### config.mk
export PLATFORM = sky130hd
export DESIGN_NAME = multi_channel_compare_timer
export DESIGN_NICKNAME = d
export VERILOG_FILES = /design/src/hw/rtl/mcct_pkg.sv /design/src/hw/rtl/mcct_prescaler.sv /design/src/hw/rtl/mcct_channel.sv /design/src/hw/rtl/multi_channel_compare_timer.sv
export SDC_FILE = /design/constraint.sdc
export NUM_CORES = 1
export LEC_CHECK = 0
export BUFFER_PORTS_ARGS = -buffer_cell sky130_fd_sc_hd__buf_2
export CORE_MARGIN = 1
export CORE_UTILIZATION = 31
export CTS_CLUSTER_DIAMETER = 150
export CTS_CLUSTER_SIZE = 14
export DETAILED_ROUTE_END_ITERATION = 12
export GPL_TIMING_DRIVEN = 1
export PLACE_DENSITY_LB_ADDON = 0.3
export SLEW_MARGIN = 40
export SYNTH_ARGS = -nofsm -noshare
export SYNTH_HDL_FRONTEND = slang
export SYNTH_SLANG_ARGS = --single-unit
### constraint.sdc
create_clock -name clk -period 9.5 [get_ports clk]
set_clock_uncertainty 0.2 [all_clocks]
set_input_delay 1.9 -clock clk [delete_from_list [all_inputs] [get_ports clk]]
set_output_delay 1.9 -clock clk [all_outputs]
set_load 0.05 [all_outputs]
### src/hw/rtl/mcct_pkg.sv
// Shared definitions for the multi-channel compare timer.
// Action codes, default sizes and the per-channel control bundle.
// No dependencies.
package mcct_pkg;

	// Default sizes for the top-level parameters
	localparam int NumChannelsDef = 4;
	localparam int CountWidthDef  = 16;

	// Fixed field widths of the item ports
	localparam int ActionW   = 2;
	localparam int ChannelW  = 2;
	localparam int DelayW    = 16;
	localparam int RatioW    = 17;
	localparam int PrescaleW = 16;
	localparam int MaskW     = 4;
	localparam int CountOutW = 16;

	// Action codes
	localparam logic [ActionW-1:0] ACT_TICK  = 2'd0;
	localparam logic [ActionW-1:0] ACT_START = 2'd1;
	localparam logic [ActionW-1:0] ACT_STOP  = 2'd2;

	// Per-channel control for one processed item
	typedef struct packed {
		logic tick;   // tick item processed
		logic adv;    // shared counter advanced on this tick
		logic start;  // start addressed to this channel
		logic stop;   // stop addressed to this channel
		logic rep;    // repeat mode carried with a start
	} ch_ctrl_t;

endpackage

### src/hw/rtl/mcct_prescaler.sv
// Prescaler and shared free-running counter of the compare timer.
// Holds the clamped ratio, the tick count and the step counter.
// Depends on mcct_pkg.
module mcct_prescaler
	import mcct_pkg::*;
#(
	parameter int COUNT_WIDTH = CountWidthDef
) (
	input  logic                   clk,
	input  logic                   arst_n,
	input  logic                   cfg_wr_en,
	input  logic [RatioW-1:0]      cfg_wr_data,
	input  logic                   tick,
	output logic                   adv,
	output logic [COUNT_WIDTH-1:0] count_upd
);

	logic [PrescaleW-1:0]   ratio_m1_q;
	logic [PrescaleW-1:0]   pcount_q;
	logic [COUNT_WIDTH-1:0] step_q;

	// Advance when the tick count reaches the ratio minus one
	assign adv       = tick && (pcount_q >= ratio_m1_q);
	assign count_upd = adv ? step_q + COUNT_WIDTH'(1) : step_q;

	// Clamp ratio to 1..65536 and store it minus one
	always_ff @(posedge clk or negedge arst_n) begin
		if (!arst_n) begin
			ratio_m1_q <= '0;
		end else if (cfg_wr_en) begin
			if (cfg_wr_data == '0) begin
				ratio_m1_q <= '0;
			end else if (cfg_wr_data[RatioW-1]) begin
				ratio_m1_q <= '1;
			end else begin
				ratio_m1_q <= cfg_wr_data[PrescaleW-1:0] - PrescaleW'(1);
			end
		end
	end

	// Count ticks, step the shared counter on wrap
	always_ff @(posedge clk or negedge arst_n) begin
		if (!arst_n) begin
			pcount_q <= '0;
			step_q   <= '0;
		end else if (tick) begin
			if (adv) begin
				pcount_q <= '0;
			end else begin
				pcount_q <= pcount_q + PrescaleW'(1);
			end
			step_q <= count_upd;
		end
	end

endmodule

### src/hw/rtl/mcct_channel.sv
// One compare channel: compare and period registers, mode and flags.
// Decides fire, re-arm and disable for each processed item.
// Depends on mcct_pkg.
module mcct_channel
	import mcct_pkg::*;
#(
	parameter int COUNT_WIDTH = CountWidthDef
) (
	input  logic                   clk,
	input  logic                   arst_n,
	input  ch_ctrl_t               ctrl,
	input  logic [COUNT_WIDTH-1:0] count_upd,
	input  logic [COUNT_WIDTH-1:0] period_new,
	output logic                   fire,
	output logic                   enabled_nxt
);

	logic [COUNT_WIDTH-1:0] compare_q;
	logic [COUNT_WIDTH-1:0] period_q;
	logic                   repeat_q;
	logic                   enabled_q;
	logic                   pending_q;
	logic                   pend_a;

	// Match on the new count sets pending, even while disabled
	assign pend_a = pending_q || (ctrl.adv && (compare_q == count_upd));
	assign fire   = ctrl.tick && enabled_q && pend_a;

	// Enable state after this item, for the active mask
	always_comb begin
		enabled_nxt = enabled_q;
		if (ctrl.start) begin
			enabled_nxt = 1'b1;
		end else if (ctrl.stop) begin
			enabled_nxt = 1'b0;
		end else if (fire && !repeat_q) begin
			enabled_nxt = 1'b0;
		end
	end

	// Update channel state
	always_ff @(posedge clk or negedge arst_n) begin
		if (!arst_n) begin
			compare_q <= '0;
			period_q  <= '0;
			repeat_q  <= 1'b0;
			enabled_q <= 1'b0;
			pending_q <= 1'b0;
		end else begin
			enabled_q <= enabled_nxt;
			if (ctrl.start) begin
				period_q  <= period_new;
				repeat_q  <= ctrl.rep;
				compare_q <= count_upd + period_new;
				pending_q <= (period_new == '0);
			end else if (fire) begin
				// re-arm a repeating channel from the current count
				if (repeat_q) begin
					compare_q <= count_upd + period_q;
					pending_q <= (period_q == '0);
				end else begin
					pending_q <= 1'b0;
				end
			end else if (ctrl.tick) begin
				pending_q <= pend_a;
			end
		end
	end

endmodule

### src/hw/rtl/multi_channel_compare_timer.sv
// Multi-channel compare timer, top level.
// An item taken into the input register is worked from there; its result is loaded into
// the result register once that register is empty or read. Throughput: 1 item per cycle
// while out_ready holds; channel and counter state settle in the one stage between.
// Reset (arst_n low): all channels disabled, flags and counters zero, ratio 1, no result held.
// Depends on mcct_pkg, mcct_prescaler, mcct_channel.
module multi_channel_compare_timer
	import mcct_pkg::*;
#(
	parameter int NUM_CHANNELS = NumChannelsDef,
	parameter int COUNT_WIDTH  = CountWidthDef
) (
	input  logic                 clk,
	input  logic                 arst_n,
	input  logic                 cfg_wr_en,
	input  logic [RatioW-1:0]    cfg_wr_data,
	input  logic                 in_valid,
	output logic                 in_ready,
	input  logic [ActionW-1:0]   action,
	input  logic [ChannelW-1:0]  channel,
	input  logic [DelayW-1:0]    delay,
	input  logic                 in_ms,
	input  logic                 repeat_mode,
	output logic                 out_valid,
	input  logic                 out_ready,
	output logic [MaskW-1:0]     fire_mask,
	output logic [MaskW-1:0]     active_mask,
	output logic [CountOutW-1:0] count_now
);

	logic                    valid_s1;
	logic [ActionW-1:0]      action_s1;
	logic [ChannelW-1:0]     channel_s1;
	logic [DelayW-1:0]       delay_s1;
	logic                    in_ms_s1;
	logic                    repeat_s1;
	logic                    out_valid_q;
	logic                    advance;
	logic                    go;
	logic                    adv;
	logic [COUNT_WIDTH-1:0]  count_upd;
	logic [DelayW-1:0]       delay_eff;
	logic [DelayW:0]         delay_p1;
	logic [COUNT_WIDTH-1:0]  period_new;
	logic [NUM_CHANNELS-1:0] fire_vec;
	logic [NUM_CHANNELS-1:0] enabled_vec;
	logic [MaskW-1:0]        fire_out;
	logic [MaskW-1:0]        active_out;
	logic [CountOutW-1:0]    count_out;

	// Result register drains or is empty: the stage may move
	assign advance   = !out_valid_q || out_ready;
	assign go        = valid_s1 && advance;
	assign in_ready  = !valid_s1 || advance;
	assign out_valid = out_valid_q;

	// Hold the input transfer
	always_ff @(posedge clk or negedge arst_n) begin
		if (!arst_n) begin
			valid_s1 <= 1'b0;
		end else if (in_ready) begin
			valid_s1 <= in_valid;
		end
	end

	always_ff @(posedge clk) begin
		if (in_valid && in_ready) begin
			action_s1  <= action;
			channel_s1 <= channel;
			delay_s1   <= delay;
			in_ms_s1   <= in_ms;
			repeat_s1  <= repeat_mode;
		end
	end

	// Period is delay plus one, milliseconds scaled by four first
	assign delay_eff = in_ms_s1 ? {delay_s1[DelayW-3:0], 2'b00} : delay_s1;
	assign delay_p1  = {1'b0, delay_eff} + (DelayW + 1)'(1);

	generate
		if (COUNT_WIDTH > DelayW) begin : g_per_ext
			assign period_new = {{(COUNT_WIDTH - DelayW - 1){1'b0}}, delay_p1};
		end else begin : g_per_trunc
			assign period_new = delay_p1[COUNT_WIDTH-1:0];
		end
	endgenerate

	mcct_prescaler #(
		.COUNT_WIDTH(COUNT_WIDTH)
	) u_prescaler (
		.clk        (clk),
		.arst_n     (arst_n),
		.cfg_wr_en  (cfg_wr_en),
		.cfg_wr_data(cfg_wr_data),
		.tick       (go && (action_s1 == ACT_TICK)),
		.adv        (adv),
		.count_upd  (count_upd)
	);

	// One channel per compare unit
	generate
		for (genvar i = 0; i < NUM_CHANNELS; i++) begin : g_ch
			ch_ctrl_t ctrl;
			logic     sel;

			assign sel        = (32'(channel_s1) == i);
			assign ctrl.tick  = go && (action_s1 == ACT_TICK);
			assign ctrl.adv   = adv;
			assign ctrl.start = go && (action_s1 == ACT_START) && sel;
			assign ctrl.stop  = go && (action_s1 == ACT_STOP) && sel;
			assign ctrl.rep   = repeat_s1;

			mcct_channel #(
				.COUNT_WIDTH(COUNT_WIDTH)
			) u_channel (
				.clk        (clk),
				.arst_n     (arst_n),
				.ctrl       (ctrl),
				.count_upd  (count_upd),
				.period_new (period_new),
				.fire       (fire_vec[i]),
				.enabled_nxt(enabled_vec[i])
			);
		end
	endgenerate

	// Fit masks and count to the result field widths
	generate
		if (NUM_CHANNELS >= MaskW) begin : g_mask_trunc
			assign fire_out   = fire_vec[MaskW-1:0];
			assign active_out = enabled_vec[MaskW-1:0];
		end else begin : g_mask_ext
			assign fire_out   = {{(MaskW - NUM_CHANNELS){1'b0}}, fire_vec};
			assign active_out = {{(MaskW - NUM_CHANNELS){1'b0}}, enabled_vec};
		end
		if (COUNT_WIDTH >= CountOutW) begin : g_cnt_trunc
			assign count_out = count_upd[CountOutW-1:0];
		end else begin : g_cnt_ext
			assign count_out = {{(CountOutW - COUNT_WIDTH){1'b0}}, count_upd};
		end
	endgenerate

	// Result register
	always_ff @(posedge clk or negedge arst_n) begin
		if (!arst_n) begin
			out_valid_q <= 1'b0;
		end else if (advance) begin
			out_valid_q <= valid_s1;
		end
	end

	always_ff @(posedge clk) begin
		if (go) begin
			fire_mask   <= fire_out;
			active_mask <= active_out;
			count_now   <= count_out;
		end
	end

endmodule

### After elaboration in Yosys (flattened, before gate mapping)

Index checks and enable logic that the tools add are counted.
Widths: inputs -> output; s select.

| word-level totals | value |
|---|---|
| bits of input ports | 44 |
| register bits after elaboration | 236 |
| word-level logic and storage cells | 163 |
| output and inout port bits | 26 |

| cells by class | value |
|---|---|
| equal/unequal tests | 9 |
| $add $sub $neg | 9 |
| magnitude comparators | 1 |
| multiplexer cells | 45 |
| reductions and logical operators | 66 |

Operators by type and width:

| kind | number |
|---|---|
| $mux 16 | 17 |
| $add 16x16->16 | 5 |
| $logic_not 16->1 | 5 |
| $eq 16x16->1 | 4 |
| $add 16x1->16 const B | 3 |
| $logic_and 1x1->1 | 30 |
| $mux 1 | 28 |
| $logic_not 17->1 | 1 |
| $ge 16x16->1 | 1 |
| $reduce_bool 2->1 | 8 |
| $sub 16x1->16 const B | 1 |
| $reduce_bool 3->1 | 4 |
| $reduce_and 2->1 | 4 |
| $eq 2x2->1 const B | 3 |
| $logic_not 1->1 | 6 |
| $logic_or 1x1->1 | 6 |
| $eq 2x1->1 const B | 2 |
| $logic_not 2->1 | 2 |

### Depth between registers and ports, before layout

Gate-level depths: netlist (run 1).

| depth | value |
|---|---|
| depth in word-level cells | 14 |
| depth in mapped cells | 24 |
| mapped depth without buffers | 21 |

### Hierarchy

From an unflattened synthesis (run 1), not the netlist that was laid out.

| second synthesis, totals | value |
|---|---|
| cell total of the unflattened synthesis | 1364 |
| area, all modules | 14685.3 um^2 |

By module, submodules not included:

| module | area each (um^2) | instances | cells an instance |
|---|---|---|---|
| mcct_channel (g_ch[0].u_channel ...) | 2337.2 | 3 | 220 |
| mcct_prescaler | 3094.2 | 1 | 321 |
| mcct_channel (g_ch[3].u_channel) | 2343.5 | 1 | 216 |
| multi_channel_compare_timer | 2235.9 | 1 | 167 |

### Worst setup path after synthesis (run 1)

No wires, ideal clock.

| timing path | value |
|---|---|
| path type | input -> register |
| start | input port out_ready |
| end | register g_ch[1].u_channel.compare_q[13] |
| arrival time | 5486 ps |
| cell stages on the path | 17 |
| data required time | 9174 ps |
| setup slack | 3688 ps |
| cells stage by stage | nand2b_1 > nand3_1 > a31oi_1 > buf_2 > mux2_2 > ha_1 > a21o_1 > a21oi_1 > o21bai_1 > a21oi_1 > o21bai_1 > a41o_1 > o41ai_1 > o21bai_1 > a21oi_1 > xnor2_1 > a221o_1 |

| between the ends | value |
|---|---|
| word-level cells in the longest chain between the ends | 11 |

RTL lines:

| what | RTL line | RTL |
|---|---|---|
| start: declaration | multi_channel_compare_timer.sv:25 | `input logic out_ready,` |
| $logic_or 1x1->1 * | multi_channel_compare_timer.sv:52 | `assign advance = !out_valid_q \|\| out_ready;` |
| $logic_and 1x1->1 * | multi_channel_compare_timer.sv:53 | `assign go = valid_s1 && advance;` |
| $logic_and 1x1->1 * | multi_channel_compare_timer.sv:95 | `.tick (go && (action_s1 == ACT_TICK)),` |
| $logic_and 1x1->1 * | mcct_prescaler.sv:23 | `assign adv = tick && (pcount_q >= ratio_m1_q);` |
| $mux 16 * | mcct_prescaler.sv:24 | `assign count_upd = adv ? step_q + COUNT_WIDTH'(1) : step_q;` |
| net count_out[1] | multi_channel_compare_timer.sv:49 | `logic [CountOutW-1:0] count_out;` |
| branches (longest 6 deep; another with $add 16x16->16) | -- |  |
| end signal: assignment | mcct_channel.sv:54 | `compare_q <= count_upd + period_new;` |
| end signal: assignment | mcct_channel.sv:59 | `compare_q <= count_upd + period_q;` |
| end: declaration | mcct_channel.sv:18 | `logic [COUNT_WIDTH-1:0] compare_q;` |

Mark *: on every way through the listed nets, which the timed path passes. The select of a mux whose other input is x is not followed.
A chain may end at the register's enable or synchronous reset.

### Worst setup path in the final report (run 1)

| timing path | value |
|---|---|
| start | input port out_ready |
| end | register g_ch[0].u_channel.compare_q[14] |

| between the ends | value |
|---|---|
| word-level cells in the longest chain between the ends | 11 |

RTL lines:

| what | RTL line |
|---|---|
| $logic_or 1x1->1 * | multi_channel_compare_timer.sv:52 |
| $logic_and 1x1->1 * | multi_channel_compare_timer.sv:53 |
| $logic_and 1x1->1 * | multi_channel_compare_timer.sv:95 |
| $logic_and 1x1->1 * | mcct_prescaler.sv:23 |
| $mux 16 * | mcct_prescaler.sv:24 |
| net count_out[0] | multi_channel_compare_timer.sv:49 |
| branches (longest 6 deep; another with $add 16x16->16) | -- |
| end signal: assignment | mcct_channel.sv:54 |
| end signal: assignment | mcct_channel.sv:59 |
| end: declaration | mcct_channel.sv:18 |

Marks and branches as above.

==> load_flow_metrics.sql, run 1 <==
INSERT INTO impl_metrics (metric_group, metric, value, unit) VALUES
('status', 'outcome', 'finished clean', ''),
('logic_synthesis', 'synth_async_sr_flop_share', '80.5', '%'),
('floorplanning', 'ios', '70', ''),
('logic_synthesis', 'ys_seq_elements', '236', ''),
('job', 'cap_violations', '0', ''),
('logic_synthesis', 'synthesis.yosys.warnings', '0', ''),
('worst_setup_path', 'kind_of_launch_point_of_the_worst_setup_path', 'input port', ''),
('floorplanning', 'floorplan.die_area', '53200', 'µm²'),
('detailed_routing', 'route.vias.total', '14000', ''),
('worst_setup_path', 'capture_point_of_the_critical_path', 'g_ch[0].u_channel.compare_q[14]$_DFFE_PN0P_', ''),
('sta', 'final.period_utilization', '68.8', '%'),
('detailed_routing', 'totalWireLength', '56.7', 'mm'),
('floorplanning', 'die-height', '231', 'µm'),
('sta', 'finalWorstPathRequiredPeriod', '6.53', 'ns'),
('sta', 'timing_hold_violations_final', '0', ''),
('final_layout', 'antenna_cells', '0', ''),
('floorplanning', 'initial_utilization', '31.5', '%'),
('min_path', 'class_of_the_worst_hold_path', 'flop to flop', ''),
('logic_synthesis', 'syn-mean-instance-area', '8.98', 'µm²'),
('power', 'powerDensity', '191', 'nW/µm²'),
('final_layout', 'multiInputGateArea', '9570', 'µm²'),
('sta', 'fin_hold_ws', '0.318', 'ns'),
('logic_synthesis', 'synth-simple-area-share', '20.0', '%'),
('logic_synthesis', 'synthesis.nets', '1950', ''),
('sta', 'setup-violations-final', '0', ''),
('logic_synthesis', 'synthTopCellsByArea', 'sky130_fd_sc_hd__dfrtp_1 (29%), sky130_fd_sc_hd__edfxtp_1 (8.5%), sky130_fd_sc_hd__ha_1 (7.3%)', ''),
('grt', 'grt_start_max_net_pins', '81', ''),
('logic_synthesis', 'postSynthCellCount', '1806', ''),
('worst_setup_path', 'reg2reg_from', 'u_prescaler.pcount_q[13]$_DFFE_PN0P_', ''),
('logic_synthesis', 'synthDominantAreaCellType', 'sky130_fd_sc_hd__dfrtp_1', ''),
('logic_synthesis', 'synth_cell_area', '16200', 'µm²'),
('worst_setup_path', 'worst-endpoint-required', '9.69', 'ns'),
('place', 'port_buffers', '69', ''),
('worst_setup_path', 'critPathArrivalTime', '6.72', 'ns'),
('worst_setup_path', 'criticalPathCategory', 'input port to flop', ''),
('detailed_routing', 'dr.first_iter.drc_count', '1071', ''),
('sta', 'max_slew.worst_pin.slew', '0.868', 'ns'),
('final_layout', 'areaGrowthSynthToFinish', '11.3', '%'),
('logic_synthesis', 'post_synth_mux_area_share', '2.73', '%'),
('grt', 'total_routing_resource_utilization_after_global_routing', '21.2', '%'),
('detailed_routing', 'wl_met1', '25.1', 'mm'),
('clock_tree', 'cts_resized', '0', ''),
('power', 'total_power', '3.44', 'mW'),
('logic_synthesis', 'seq_area_frac_synth', '37.9', '%'),
('clock_tree', 'post_cts_hold_buffer_count', '0', ''),
('sta', 'timing.slew.headroom', '40.6', '%'),
('grt', 'number_of_antenna_violations_at_the_first_check_in_global_routing', '2', ''),
('logic_synthesis', 'synth_cell_type_count', '85', ''),
('detailed_routing', 'drtAntennaViolNets', '0', ''),
('detailed_routing', 'detail_route.first_pass.iterations', '6', ''),
('detailed_routing', 'top_signal_layer_used', 'met4', ''),
('worst_setup_path', 'timing.critical_path.from', 'out_ready', ''),
('final_layout', 'fillerInstances', '5375', ''),
('floorplanning', 'placeableCoreArea', '51500', 'µm²'),
('worst_setup_path', 'end_kind', 'flop', ''),
('power', 'vdd_drop_max', '0.134', 'mV'),
('final_layout', 'regArea', '6140', 'µm²'),
('detailed_routing', 'drcViolationCount', '0', ''),
('logic_synthesis', 'synth-adder-area-share', '7.95', '%'),
('worst_setup_path', 'r2r_slack', '3.16', 'ns'),
('detailed_routing', 'detailroute.wirelength.met3', '2.43', 'mm'),
('detailed_routing', 'wire_per_inst', '22.4', 'µm'),
('detailed_routing', 'via_per_inst', '5.53', ''),
('logic_synthesis', 'synth_xor_area_share', '9.57', '%'),
('logic_synthesis', 'synth_top_cell_area_share', '29.3', '%'),
('sta', 'max_freq', '153', 'MHz'),
('grt', 'wire_length_of_the_first_global_routing_pass', '85.5', 'mm'),
('clock_tree', 'tritoncts', 'yes', ''),
('logic_synthesis', 'synth_compound_area_share', '17.9', '%'),
('clock_tree', 'worst_setup_hold_path_clk_slew', '0.08', 'ns'),
('final_layout', 'final_nets', '1985', '');
## how the worst min path moves through the flow
stage	from	endpoint	slack (ns)	cells past startpoint
floorplan	g_ch[1].u_channel.period_q[2]$_DFFE_PN0P_	g_ch[1].u_channel.period_q[2]$_DFFE_PN0P_	0.27	2
global placement	g_ch[1].u_channel.pending_q$_DFFE_PN0P_	g_ch[1].u_channel.pending_q$_DFFE_PN0P_	0.29	2
detailed placement	g_ch[2].u_channel.period_q[6]$_DFFE_PN0P_	g_ch[2].u_channel.period_q[6]$_DFFE_PN0P_	0.30	2
CTS	g_ch[3].u_channel.period_q[2]$_DFFE_PN0P_	g_ch[3].u_channel.period_q[2]$_DFFE_PN0P_	0.32	2
global route	g_ch[2].u_channel.period_q[6]$_DFFE_PN0P_	g_ch[2].u_channel.period_q[6]$_DFFE_PN0P_	0.35	2
finish	g_ch[2].u_channel.period_q[6]$_DFFE_PN0P_	g_ch[2].u_channel.period_q[6]$_DFFE_PN0P_	0.32	2
## cells in the final DEF, fill, tap and decap left out, types with 6 or more instances in the layout
cell type and count:
sky130_fd_sc_hd__nor2b_1 22, sky130_fd_sc_hd__nor3b_1 6, sky130_fd_sc_hd__o21a_1 6, sky130_fd_sc_hd__clkbuf_1 11, sky130_fd_sc_hd__or2_2 7, sky130_fd_sc_hd__edfxtp_1 46
sky130_fd_sc_hd__nand3b_1 10, sky130_fd_sc_hd__a311oi_1 7, sky130_fd_sc_hd__xnor2_1 94, sky130_fd_sc_hd__nand3_1 56, sky130_fd_sc_hd__a21o_1 22, sky130_fd_sc_hd__nor4_1 25
sky130_fd_sc_hd__or4_1 8, sky130_fd_sc_hd__xor2_1 62, sky130_fd_sc_hd__buf_4 29, sky130_fd_sc_hd__a21oi_1 75, sky130_fd_sc_hd__nand4_1 33, sky130_fd_sc_hd__clkbuf_16 21
sky130_fd_sc_hd__ha_1 95, sky130_fd_sc_hd__o2111ai_1 10, sky130_fd_sc_hd__and3_1 27, sky130_fd_sc_hd__dfrtp_1 190, sky130_fd_sc_hd__nand2b_1 16, sky130_fd_sc_hd__o211ai_1 9
sky130_fd_sc_hd__nor3_1 35, sky130_fd_sc_hd__buf_2 68, sky130_fd_sc_hd__o21bai_1 15, sky130_fd_sc_hd__inv_1 75, sky130_fd_sc_hd__o22ai_1 30, sky130_fd_sc_hd__or3_1 21
sky130_fd_sc_hd__o21ai_0 105, sky130_fd_sc_hd__mux2i_1 42, sky130_fd_sc_hd__o221ai_1 27, sky130_fd_sc_hd__and2_1 6, sky130_fd_sc_hd__o31ai_1 9, sky130_fd_sc_hd__a31oi_1 13
sky130_fd_sc_hd__a211oi_1 11, sky130_fd_sc_hd__nand2_1 266, sky130_fd_sc_hd__nor2_1 104, sky130_fd_sc_hd__a221o_1 12
## power by group
group / switching (mW) / leakage, nW / internal, mW / total (mW)
sequential: 0.317 / 2.85 / 1.27 / 1.58
combinational: 0.601 / 4.81 / 0.443 / 1.04
clock: 0.399 / 0.279 / 0.416 / 0.815
## registers in the layout, indices dropped and copies added (netlist names), 16 cells and up
signal,flops
g_ch.u_channel.compare_q,64
g_ch.u_channel.period_q,64
u_prescaler.ratio_m1_q,16
u_prescaler.step_q,16
count_now,16
delay_s1,16
u_prescaler.pcount_q,16
## critical path, stage by stage
cell and delay, ns:
sky130_fd_sc_hd__buf_2 0.08, sky130_fd_sc_hd__nand2b_1 0.27, sky130_fd_sc_hd__nand3_1 0.31, sky130_fd_sc_hd__a31oi_2 0.51, sky130_fd_sc_hd__buf_4 0.32, sky130_fd_sc_hd__xor2_1 0.54, sky130_fd_sc_hd__ha_1 0.29, sky130_fd_sc_hd__inv_1 0.07
sky130_fd_sc_hd__fa_1 0.46, sky130_fd_sc_hd__nor2b_1 0.12, sky130_fd_sc_hd__o21ai_0 0.10, sky130_fd_sc_hd__a21boi_0 0.27, sky130_fd_sc_hd__o21ai_0 0.19, sky130_fd_sc_hd__a211oi_1 0.31, sky130_fd_sc_hd__nor2b_1 0.12, sky130_fd_sc_hd__a21oi_1 0.23
sky130_fd_sc_hd__a21o_1 0.15, sky130_fd_sc_hd__a21oi_1 0.07, sky130_fd_sc_hd__xor2_1 0.27, sky130_fd_sc_hd__o221ai_1 0.16
## cell usage after synthesis (22+ instances only)
library cell               instances
sky130_fd_sc_hd__a21o_1           22
sky130_fd_sc_hd__a21oi_1          77
sky130_fd_sc_hd__and3_1           27
sky130_fd_sc_hd__clkbuf_1         66
sky130_fd_sc_hd__dfrtp_1         190
sky130_fd_sc_hd__edfxtp_1         46
sky130_fd_sc_hd__ha_1             95
sky130_fd_sc_hd__inv_1            75
sky130_fd_sc_hd__mux2i_1          42
sky130_fd_sc_hd__nand2_1         266
sky130_fd_sc_hd__nand3_1          56
sky130_fd_sc_hd__nand4_1          33
sky130_fd_sc_hd__nor2_1          106
sky130_fd_sc_hd__nor2b_1          22
sky130_fd_sc_hd__nor3_1           37
sky130_fd_sc_hd__nor4_1           29
sky130_fd_sc_hd__o21ai_0         106
sky130_fd_sc_hd__o221ai_1         27
sky130_fd_sc_hd__o22ai_1          30
sky130_fd_sc_hd__or3_1            22
sky130_fd_sc_hd__xnor2_1          95
sky130_fd_sc_hd__xor2_1           66
## final cells by class
class | count | area share [%]
Multi-Input combinational cell | 1405 | 53.0
Sequential cell | 236 | 34.0
Timing Repair Buffer | 101 | 3.41
Tap cell | 680 | 4.72
Clock buffer | 33 | 3.22
Inverter | 77 | 1.60
## per-stage QoR
| stage | util, % | area [µm²] | worst slack, ns |
|---|---|---|---|
| finish | 35.0 | 18000 | 2.97 |
| global placement | 33.6 | 17300 | 2.50 |
| CTS | 34.9 | 18000 | 2.98 |
| detailed placement | 33.8 | 17400 | 2.43 |
| floorplan | - | 16200 | 3.69 |
| global route | 35.0 | 18000 | 2.52 |
## metal layers
layer | GRT usage (%) | vias to the layer above
li1 | - | 6627
met3 | 2.16 | 76
met2 | 36.8 | 389
met5 | 0 | -
met1 | 27.8 | 6899
met4 | 6.39 | 0
## cell families (layout without fill, tap and decap cells)
family | count (synthesis) | count (layout)
compound gates | 422 | 422
xor+xnor | 167 | 167
fa+ha+maj | 100 | 100
buf+inv | 165 | 211
flops | 236 | 236
mux | 44 | 44
simple gates | 672 | 672
Note: power is estimated with default switching activity, not from simulation.
==> run 2: changes to the inputs <==
--- a/config.mk
+++ b/config.mk
@@ -5,6 +5,7 @@
 export SDC_FILE = /design/constraint.sdc
 export NUM_CORES = 1
 export LEC_CHECK = 0
+export ABC_AREA = 1
 export BUFFER_PORTS_ARGS = -buffer_cell sky130_fd_sc_hd__buf_2
 export CORE_MARGIN = 1
 export CORE_UTILIZATION = 31
==> constraint.sdc (replaced) <==
create_clock -name clk -period 6.7 [get_ports clk]
set_clock_uncertainty 0.2 [all_clocks]
set_input_delay 1.34 -clock clk [delete_from_list [all_inputs] [get_ports clk]]
set_output_delay 1.34 -clock clk [all_outputs]
set_load 0.05 [all_outputs]
==> run 2 against run 1 <==
First-iteration DRC count is 0.37% higher. Cell count is 16% higher. Synthesized area is 0.99% lower. Register-to-register slack worse by 2.0 ns. Worst hold slack worse by 0.0094 ns. Critical endpoint is now g_ch[2].u_channel.compare_q[12]$_DFFE_PN0P_.
==> load_flow_metrics.sql, run 2 <==
INSERT INTO impl_metrics (metric_group, metric, value, unit) VALUES
('detailed_routing', 'drcViolationCount', '0', ''),
('grt', 'total_routing_resource_utilization_after_global_routing', '19.8', '%'),
('grt', 'grt_remaining_overflow', '0', ''),
('power', 'power.static_leakage', '8.88', 'nW'),
('final_layout', 'multiInputGateArea', '8690', 'µm²'),
('logic_synthesis', 'synth_cell_area', '16000', 'µm²'),
('worst_setup_path', 'critPathArrivalTime', '5.81', 'ns'),
('final_layout', 'final_layout_size_suffix_gt1_share', '7.78', '%'),
('sta', 'timing.slew.headroom', '39.0', '%'),
('sta', 'rsz0062_at_grt', 'no', ''),
('detailed_routing', 'dr.first_iter.drc_count', '1075', ''),
('place', 'port_buffers', '69', ''),
('final_layout', 'antenna_cells', '0', ''),
('place', 'place_congestion', '0.932', ''),
('sta', 'setup-violations-final', '0', ''),
('floorplanning', 'ios', '70', ''),
('logic_synthesis', 'synthDominantAreaCellType', 'sky130_fd_sc_hd__dfrtp_1', ''),
('floorplanning', 'rows', '83', ''),
('clock_tree', 'cts.htree.levels', '1', ''),
('grt', 'number_of_antenna_violations_at_the_first_check_in_global_routing', '0', ''),
('min_path', 'class_of_the_worst_hold_path', 'flop to flop', ''),
('detailed_routing', 'drtAntennaViolNets', '0', ''),
('worst_setup_path', 'reg2reg_to', 'g_ch[2].u_channel.compare_q[12]$_DFFE_PN0P_', ''),
('clock_tree', 'post_cts_hold_buffer_count', '0', ''),
('worst_setup_path', 'r2r_slack', '1.11', 'ns'),
('logic_synthesis', 'synthesis.yosys.warnings', '0', ''),
('detailed_routing', 'route.vias.total', '14800', ''),
('clock_tree', 'cts_resized', '0', ''),
('clock_tree', 'post_cts_buffers', '0', ''),
('min_path', 'timing.hold.worst_path_depth', '2', ''),
('logic_synthesis', 'syn-mean-instance-area', '7.31', 'µm²'),
('worst_setup_path', 'kind_of_launch_point_of_the_worst_setup_path', 'flop', ''),
('clock_tree', 'worst_setup_hold_path_clk_slew', '0.07', 'ns'),
('worst_setup_path', 'timing.critical_path.from', 'u_prescaler.pcount_q[7]$_DFFE_PN0P_', ''),
('detailed_routing', 'via_per_inst', '5.02', ''),
('sta', 'final.period_utilization', '83.4', '%'),
('sta', 'timing.final.max_slew_violations', '0', ''),
('sta', 'timing_hold_violations_final', '0', ''),
('detailed_routing', 'detail_route.first_pass.iterations', '7', ''),
('logic_synthesis', 'post-synth-top-count-cell', 'sky130_fd_sc_hd__nand2_1', ''),
('clock_tree', 'clock_tree.buffer_depth', '3', ''),
('logic_synthesis', 'ys_seq_elements', '236', ''),
('final_layout', 'finish.utilization', '34.7', '%'),
('logic_synthesis', 'synth_top_cell_area_share', '29.6', '%'),
('grt', 'wire_length_of_the_first_global_routing_pass', '81.9', 'mm'),
('floorplanning', 'initial_utilization', '31.3', '%'),
('min_path', 'worst_hold_startpoint', 'g_ch[2].u_channel.compare_q[3]$_DFFE_PN0P_', ''),
('final_layout', 'postLayoutCellArea', '17800', 'µm²'),
('logic_synthesis', 'synthesis.nets', '2341', ''),
('sta', 'totalNegativeSetupSlack', '0', 'ns'),
('place', 'dpl.hpwl', '40.9', 'mm'),
('final_layout', 'mostFrequentLayoutCell', 'sky130_fd_sc_hd__nand2_1', ''),
('power', 'vdd_drop_max', '0.177', 'mV'),
('worst_setup_path', 'critPathMaxFanout', '29', ''),
('logic_synthesis', 'synth_cell_type_count', '52', ''),
('clock_tree', 'worstSkewPairLatency', '0.56', 'ns'),
('sta', 'max_slew.worst_pin.slew', '0.907', 'ns'),
('sta', 'finalWorstPathRequiredPeriod', '5.59', 'ns'),
('final_layout', 'final_cells', '2942', ''),
('logic_synthesis', 'seq_area_frac_synth', '38.2', '%'),
('logic_synthesis', 'number_of_enable_flip_flop_cells_after_synthesis', '46', ''),
('power', 'powerDensity', '339', 'nW/µm²'),
('clock_tree', 'cts_root_buffer', 'sky130_fd_sc_hd__clkbuf_16', ''),
('logic_synthesis', 'synthTopCellsByArea', 'sky130_fd_sc_hd__dfrtp_1 (30%), sky130_fd_sc_hd__nand2_1 (15%), sky130_fd_sc_hd__edfxtp_1 (8.6%)', ''),
('detailed_routing', 'wire_per_inst', '17.9', 'µm'),
('status', 'outcome', 'finished clean', ''),
('final_layout', 'areaGrowthSynthToFinish', '10.7', '%'),
('grt', 'first_global_vias', '14100', ''),
('final_layout', 'reg_top3', 'g_ch.u_channel.compare_q: 64 flops, g_ch.u_channel.period_q: 64 flops', ''),
('worst_setup_path', 'logic_depth_of_the_worst_register_to_register_path', '25', ''),
('floorplanning', 'placeableCoreArea', '51200', 'µm²'),
('detailed_routing', 'totalWireLength', '52.5', 'mm'),
('place', 'place.detailed.instances', '2908', ''),
('logic_synthesis', 'synth.cells.most_frequent', 'sky130_fd_sc_hd__nand2_1 (620), sky130_fd_sc_hd__inv_1 (253), sky130_fd_sc_hd__nand3_1 (223), sky130_fd_sc_hd__dfrtp_1 (190), sky130_fd_sc_hd__o21ai_0 (187)', ''),
('min_path', 'hold_end', 'g_ch[2].u_channel.compare_q[3]$_DFFE_PN0P_', ''),
('clock_tree', 'tritoncts', 'yes', ''),
('clock_tree', 'tritoncts_num_sinks', '236', ''),
('final_layout', 'commonest_non_fill_non_tap_cells_in_the_layout', 'sky130_fd_sc_hd__nand2_1 (620), sky130_fd_sc_hd__inv_1 (250), sky130_fd_sc_hd__nand3_1 (223)', ''),
('final_layout', 'regArea', '6140', 'µm²'),
('job', 'cap_violations', '0', ''),
('floorplanning', 'die-height', '230', 'µm'),
('logic_synthesis', 'postSynthCellCount', '2197', ''),
('grt', 'grt_start_max_net_pins', '98', ''),
('clock_tree', 'numCtsBuffers', '20', ''),
('floorplanning', 'floorplan.die_area', '52700', 'µm²'),
('worst_setup_path', 'criticalPathCategory', 'flop to flop', ''),
('place', 'post_dp_cell_area', '17200', 'µm²'),
('worst_setup_path', 'worst-endpoint-required', '6.93', 'ns'),
('floorplanning', 'die_width', '230', 'µm'),
('final_layout', 'final_nets', '2395', ''),
('sta', 'max_freq', '179', 'MHz'),
('logic_synthesis', 'synth_async_sr_flop_share', '80.5', '%'),
('final_layout', 'fillerInstances', '5471', ''),
('worst_setup_path', 'end_kind', 'flop', ''),
('worst_setup_path', 'reg2reg_from', 'u_prescaler.pcount_q[7]$_DFFE_PN0P_', ''),
('logic_synthesis', 'synth_top_flop_cell', 'sky130_fd_sc_hd__dfrtp_1', '');
[run 2: critical path: stages (launching register included)]
cell                       delay [ns]
sky130_fd_sc_hd__dfrtp_1         0.44
sky130_fd_sc_hd__ha_1            0.32
sky130_fd_sc_hd__nand2_1         0.05
sky130_fd_sc_hd__inv_1           0.06
sky130_fd_sc_hd__nand2_1         0.06
sky130_fd_sc_hd__nor2_1          0.10
sky130_fd_sc_hd__nor2_1          0.04
sky130_fd_sc_hd__nand2_1         0.08
sky130_fd_sc_hd__nand2_1         0.05
sky130_fd_sc_hd__nand2_1         0.14
sky130_fd_sc_hd__buf_4           0.34
sky130_fd_sc_hd__nand3b_1        0.28
sky130_fd_sc_hd__nand2_1         0.40
sky130_fd_sc_hd__ha_1            0.26
sky130_fd_sc_hd__inv_1           0.08
sky130_fd_sc_hd__fa_1            0.50
sky130_fd_sc_hd__inv_1           0.08
sky130_fd_sc_hd__a21oi_1         0.12
sky130_fd_sc_hd__o21ai_0         0.28
sky130_fd_sc_hd__inv_1           0.08
sky130_fd_sc_hd__o21a_1          0.21
sky130_fd_sc_hd__o21ai_0         0.20
sky130_fd_sc_hd__xor2_1          0.55
sky130_fd_sc_hd__o22ai_1         0.30
sky130_fd_sc_hd__nand2_1         0.14
sky130_fd_sc_hd__nand2_1         0.06
[run 2: cell type report]
cell class | count | share of cell area [%]
tap | 680 | 4.79
inverter | 259 | 5.49
multi-input combinational | 1644 | 48.9
clock buffer | 32 | 3.07
timing repair buffer | 90 | 3.07
clock inverter | 1 | 0.0916
sequential | 236 | 34.5
[run 2: per-layer routing]
metal / track usage [%] / wire (µm)
met4: 5.15 / 1250
met1: 27.4 / 24500
met2: 32.8 / 24300
met3: 2.04 / 2410
met5: 0 / 0
[run 2: kinds of logic (layout without fill, tap and decap cells)]
group | Yosys count | in the layout | share of synthesized area, %
simple gates | 1131 | 1131 | 30.8
fa+ha+maj | 100 | 100 | 8.03
compound gates | 353 | 353 | 11.8
flops | 236 | 236 | 38.2
mux | 8 | 8 | 0.499
buf+inv | 317 | 382 | 7.74
xor+xnor | 52 | 52 | 2.88
[run 2: power by group]
group / switching (mW) / internal [mW] / total [mW] / leakage [nW]
Sequential: 0.451 / 1.89 / 2.35 / 2.82
Combinational: 1.59 / 0.943 / 2.53 / 5.79
Clock: 0.575 / 0.560 / 1.13 / 0.268
Total: 2.62 / 3.40 / 6.01 / 8.88
[run 2: through the flow]
stage                     power [mW]  setup slack, ns  hold WS, ns
final                           6.01             1.11        0.309
after global placement          4.83            0.812        0.294
after floorplan                 4.02             1.98        0.276
after global routing            6.48            0.648        0.332
after detailed placement        4.88            0.849        0.295
after CTS                       6.03             1.13        0.313
[run 2: worst max path at each step]
stage,depth (start not counted),endpoint
2_1_floorplan,28,g_ch[1].u_channel.compare_q[12]$_DFFE_PN0P_
3_3_place_gp,21,g_ch[2].u_channel.compare_q[12]$_DFFE_PN0P_
3_5_place_dp,21,g_ch[2].u_channel.compare_q[12]$_DFFE_PN0P_
4_1_cts,25,g_ch[2].u_channel.compare_q[12]$_DFFE_PN0P_
5_1_grt,25,g_ch[2].u_channel.compare_q[12]$_DFFE_PN0P_
6_report,25,g_ch[2].u_channel.compare_q[12]$_DFFE_PN0P_
==> run 3: changes to the inputs <==
==> constraint.sdc (replaced) <==
create_clock -name clk -period 5.6 [get_ports clk]
set_clock_uncertainty 0.2 [all_clocks]
set_input_delay 1.12 -clock clk [delete_from_list [all_inputs] [get_ports clk]]
set_output_delay 1.12 -clock clk [all_outputs]
set_load 0.05 [all_outputs]
==> run 3 against run 2 <==
Clock power grew 23%. Sequential share of layout area shrank 0.36 points. Die area is the same. Combinational power grew 21%. Design area grew 1.0%.
==> load_flow_metrics.sql, run 3 (same netlist as run 2, synthesis figures left out) <==
INSERT INTO impl_metrics (metric_group, metric, value, unit) VALUES
('worst_setup_path', 'crit_family', 'simple AND/OR/NAND/NOR gates', ''),
('clock_tree', 'worstSkewPairLatency', '0.54', 'ns'),
('final_layout', 'fillerInstances', '5423', ''),
('grt', 'wire_length_of_the_first_global_routing_pass', '84.3', 'mm'),
('clock_tree', 'cts.htree.levels', '1', ''),
('power', 'vdd_drop_max', '0.241', 'mV'),
('power', 'power.static_leakage', '9.01', 'nW'),
('worst_setup_path', 'cp_num_buf_inv', '1', ''),
('detailed_routing', 'drtAntennaViolNets', '0', ''),
('place', 'dpl.hpwl', '42.4', 'mm'),
('grt', 'grt_start_max_net_pins', '89', ''),
('floorplanning', 'rows', '83', ''),
('sta', 'totalNegativeSetupSlack', '0', 'ns'),
('worst_setup_path', 'kind_of_launch_point_of_the_worst_setup_path', 'flop', ''),
('worst_setup_path', 'critPathMaxFanout', '18', ''),
('final_layout', 'antenna_cells', '0', ''),
('final_layout', 'areaGrowthSynthToFinish', '11.8', '%'),
('final_layout', 'commonest_non_fill_non_tap_cells_in_the_layout', 'sky130_fd_sc_hd__nand2_1 (620), sky130_fd_sc_hd__inv_1 (250), sky130_fd_sc_hd__nand3_1 (223)', ''),
('detailed_routing', 'route.vias.total', '15000', ''),
('clock_tree', 'numCtsBuffers', '20', ''),
('clock_tree', 'worst_setup_hold_path_clk_slew', '0.08', 'ns'),
('worst_setup_path', 'critPathMaxStageDelay', '0.45', 'ns'),
('sta', 'timing_hold_violations_final', '0', ''),
('sta', 'max_freq', '198', 'MHz'),
('worst_setup_path', 'end_kind', 'flop', ''),
('min_path', 'class_of_the_worst_hold_path', 'input port to asynchronous set/reset pin', ''),
('worst_setup_path', 'critPathArrivalTime', '5.29', 'ns'),
('sta', 'max_slew.worst_pin.slew', '0.852', 'ns'),
('status', 'outcome', 'finished clean', ''),
('sta', 'final.period_utilization', '90.2', '%'),
('job', 'cap_violations', '0', ''),
('detailed_routing', 'via_per_inst', '5.06', ''),
('sta', 'timing.final.max_slew_violations', '0', ''),
('clock_tree', 'tritoncts_num_sinks', '236', ''),
('floorplanning', 'initial_utilization', '31.3', '%'),
('worst_setup_path', 'worst-endpoint-required', '5.84', 'ns'),
('power', 'powerDensity', '405', 'nW/µm²'),
('floorplanning', 'ios', '70', ''),
('grt', 'total_routing_resource_utilization_after_global_routing', '20.6', '%'),
('grt', 'first_global_vias', '14400', ''),
('detailed_routing', 'detail_route.first_pass.iterations', '5', ''),
('grt', 'number_of_antenna_violations_at_the_first_check_in_global_routing', '0', ''),
('floorplanning', 'die-height', '230', 'µm'),
('grt', 'grt_remaining_overflow', '0', ''),
('place', 'port_buffers', '69', ''),
('final_layout', 'regArea', '6140', 'µm²'),
('sta', 'fin_hold_ws', '0.256', 'ns'),
('sta', 'timing.slew.headroom', '42.7', '%'),
('clock_tree', 'clock_tree.buffer_depth', '3', ''),
('final_layout', 'multiInputGateArea', '8690', 'µm²'),
('detailed_routing', 'wire_per_inst', '18.4', 'µm'),
('detailed_routing', 'totalWireLength', '54.4', 'mm'),
('floorplanning', 'die_width', '230', 'µm'),
('sta', 'rsz0062_at_grt', 'no', ''),
('clock_tree', 'cts_root_buffer', 'sky130_fd_sc_hd__clkbuf_16', ''),
('worst_setup_path', 'criticalPathCategory', 'flop to flop', ''),
('sta', 'setup-violations-final', '0', ''),
('final_layout', 'final_layout_size_suffix_gt1_share', '8.59', '%'),
('worst_setup_path', 'critical_path.slowest_cell', 'sky130_fd_sc_hd__dfrtp_1', ''),
('floorplanning', 'floorplan.die_area', '52700', 'µm²'),
('detailed_routing', 'dr.first_iter.drc_count', '1357', ''),
('clock_tree', 'tritoncts', 'yes', ''),
('worst_setup_path', 'crit_top_cell', 'sky130_fd_sc_hd__nand2_1', ''),
('floorplanning', 'placeableCoreArea', '51200', 'µm²'),
('final_layout', 'mostFrequentLayoutCell', 'sky130_fd_sc_hd__nand2_1', ''),
('detailed_routing', 'drcViolationCount', '0', ''),
('final_layout', 'final_nets', '2415', ''),
('final_layout', 'reg_top3', 'g_ch.u_channel.compare_q: 64 flops, g_ch.u_channel.period_q: 64 flops', ''),
('sta', 'finalWorstPathRequiredPeriod', '5.05', 'ns'),
('place', 'place_congestion', '0.948', '');
-- run 3: area by class of cell --
type | count | share of cell area [%]
Inverter | 259 | 5.44
Timing Repair Buffer | 110 | 3.94
Tap cell | 680 | 4.74
Sequential cell | 236 | 34.2
Clock buffer | 34 | 3.26
Multi-Input combinational cell | 1644 | 48.4
-- run 3: worst reg2reg max path: cells and delay by family (launching register included) --
kind	cells	cell delay, ns
AO/OA/AOI/OAI	6	1.26
adder cells (fa/ha/maj)	3	1.08
buffers and inverters	1	0.06
flip-flops	1	0.45
AND/OR/NAND/NOR	18	1.90
-- run 3: per-layer routing --
metal | track usage [%] | share of wire [%]
met5 | 0 | 0
met4 | 5.65 | 2.8
met3 | 2.03 | 4.1
met2 | 33.5 | 46
met1 | 28.9 | 47
-- run 3: where the power goes --
| part | internal, mW | switching (mW) |
|---|---|---|
| Clock | 0.708 | 0.678 |
| Sequential | 2.27 | 0.555 |
| Combinational | 1.15 | 1.92 |
| Total | 4.12 | 3.15 |
-- run 3: what timing repair did --
action,4_1_cts,5_1_grt
buffers inserted,0,0
endpoints found under the hold margin,0,0
resized for setup,0,1
setup endpoints to repair,0,1
hold buffers,0,0
-- run 3: metrics by stage --
step / power (mW) / instance area [µm²] / instances / utilization, % / setup WS [ns]
finish: 7.27 / 17900 / 2963 / 35.1 / 0.550
global route: 7.83 / 17900 / 2963 / 35.1 / 0.121
CTS: 7.29 / 17900 / 2962 / 35.0 / 0.437
detailed placement: 5.88 / 17300 / 2928 / 33.8 / 0.309
global placement: 5.83 / 17300 / 2928 / 33.8 / 0.243
floorplan: 4.81 / 16000 / 2197 / - / 1.10
-- run 3: final timing paths --
path	from	depth (start not counted)	to	slack (ns)
worst min-delay path	arst_n	1	u_prescaler.pcount_q[12]$_DFFE_PN0P_	0.26
worst max-delay path	u_prescaler.pcount_q[7]$_DFFE_PN0P_	28	g_ch[3].u_channel.compare_q[12]$_DFFE_PN0P_	0.55
worst min register to register	g_ch[3].u_channel.compare_q[3]$_DFFE_PN0P_	2	g_ch[3].u_channel.compare_q[3]$_DFFE_PN0P_	0.31
min in group clk	g_ch[3].u_channel.compare_q[3]$_DFFE_PN0P_	2	g_ch[3].u_channel.compare_q[3]$_DFFE_PN0P_	0.31
max in group asynchronous	arst_n	2	g_ch[1].u_channel.period_q[6]$_DFFE_PN0P_	4.16
worst max register to register	u_prescaler.pcount_q[7]$_DFFE_PN0P_	28	g_ch[3].u_channel.compare_q[12]$_DFFE_PN0P_	0.55
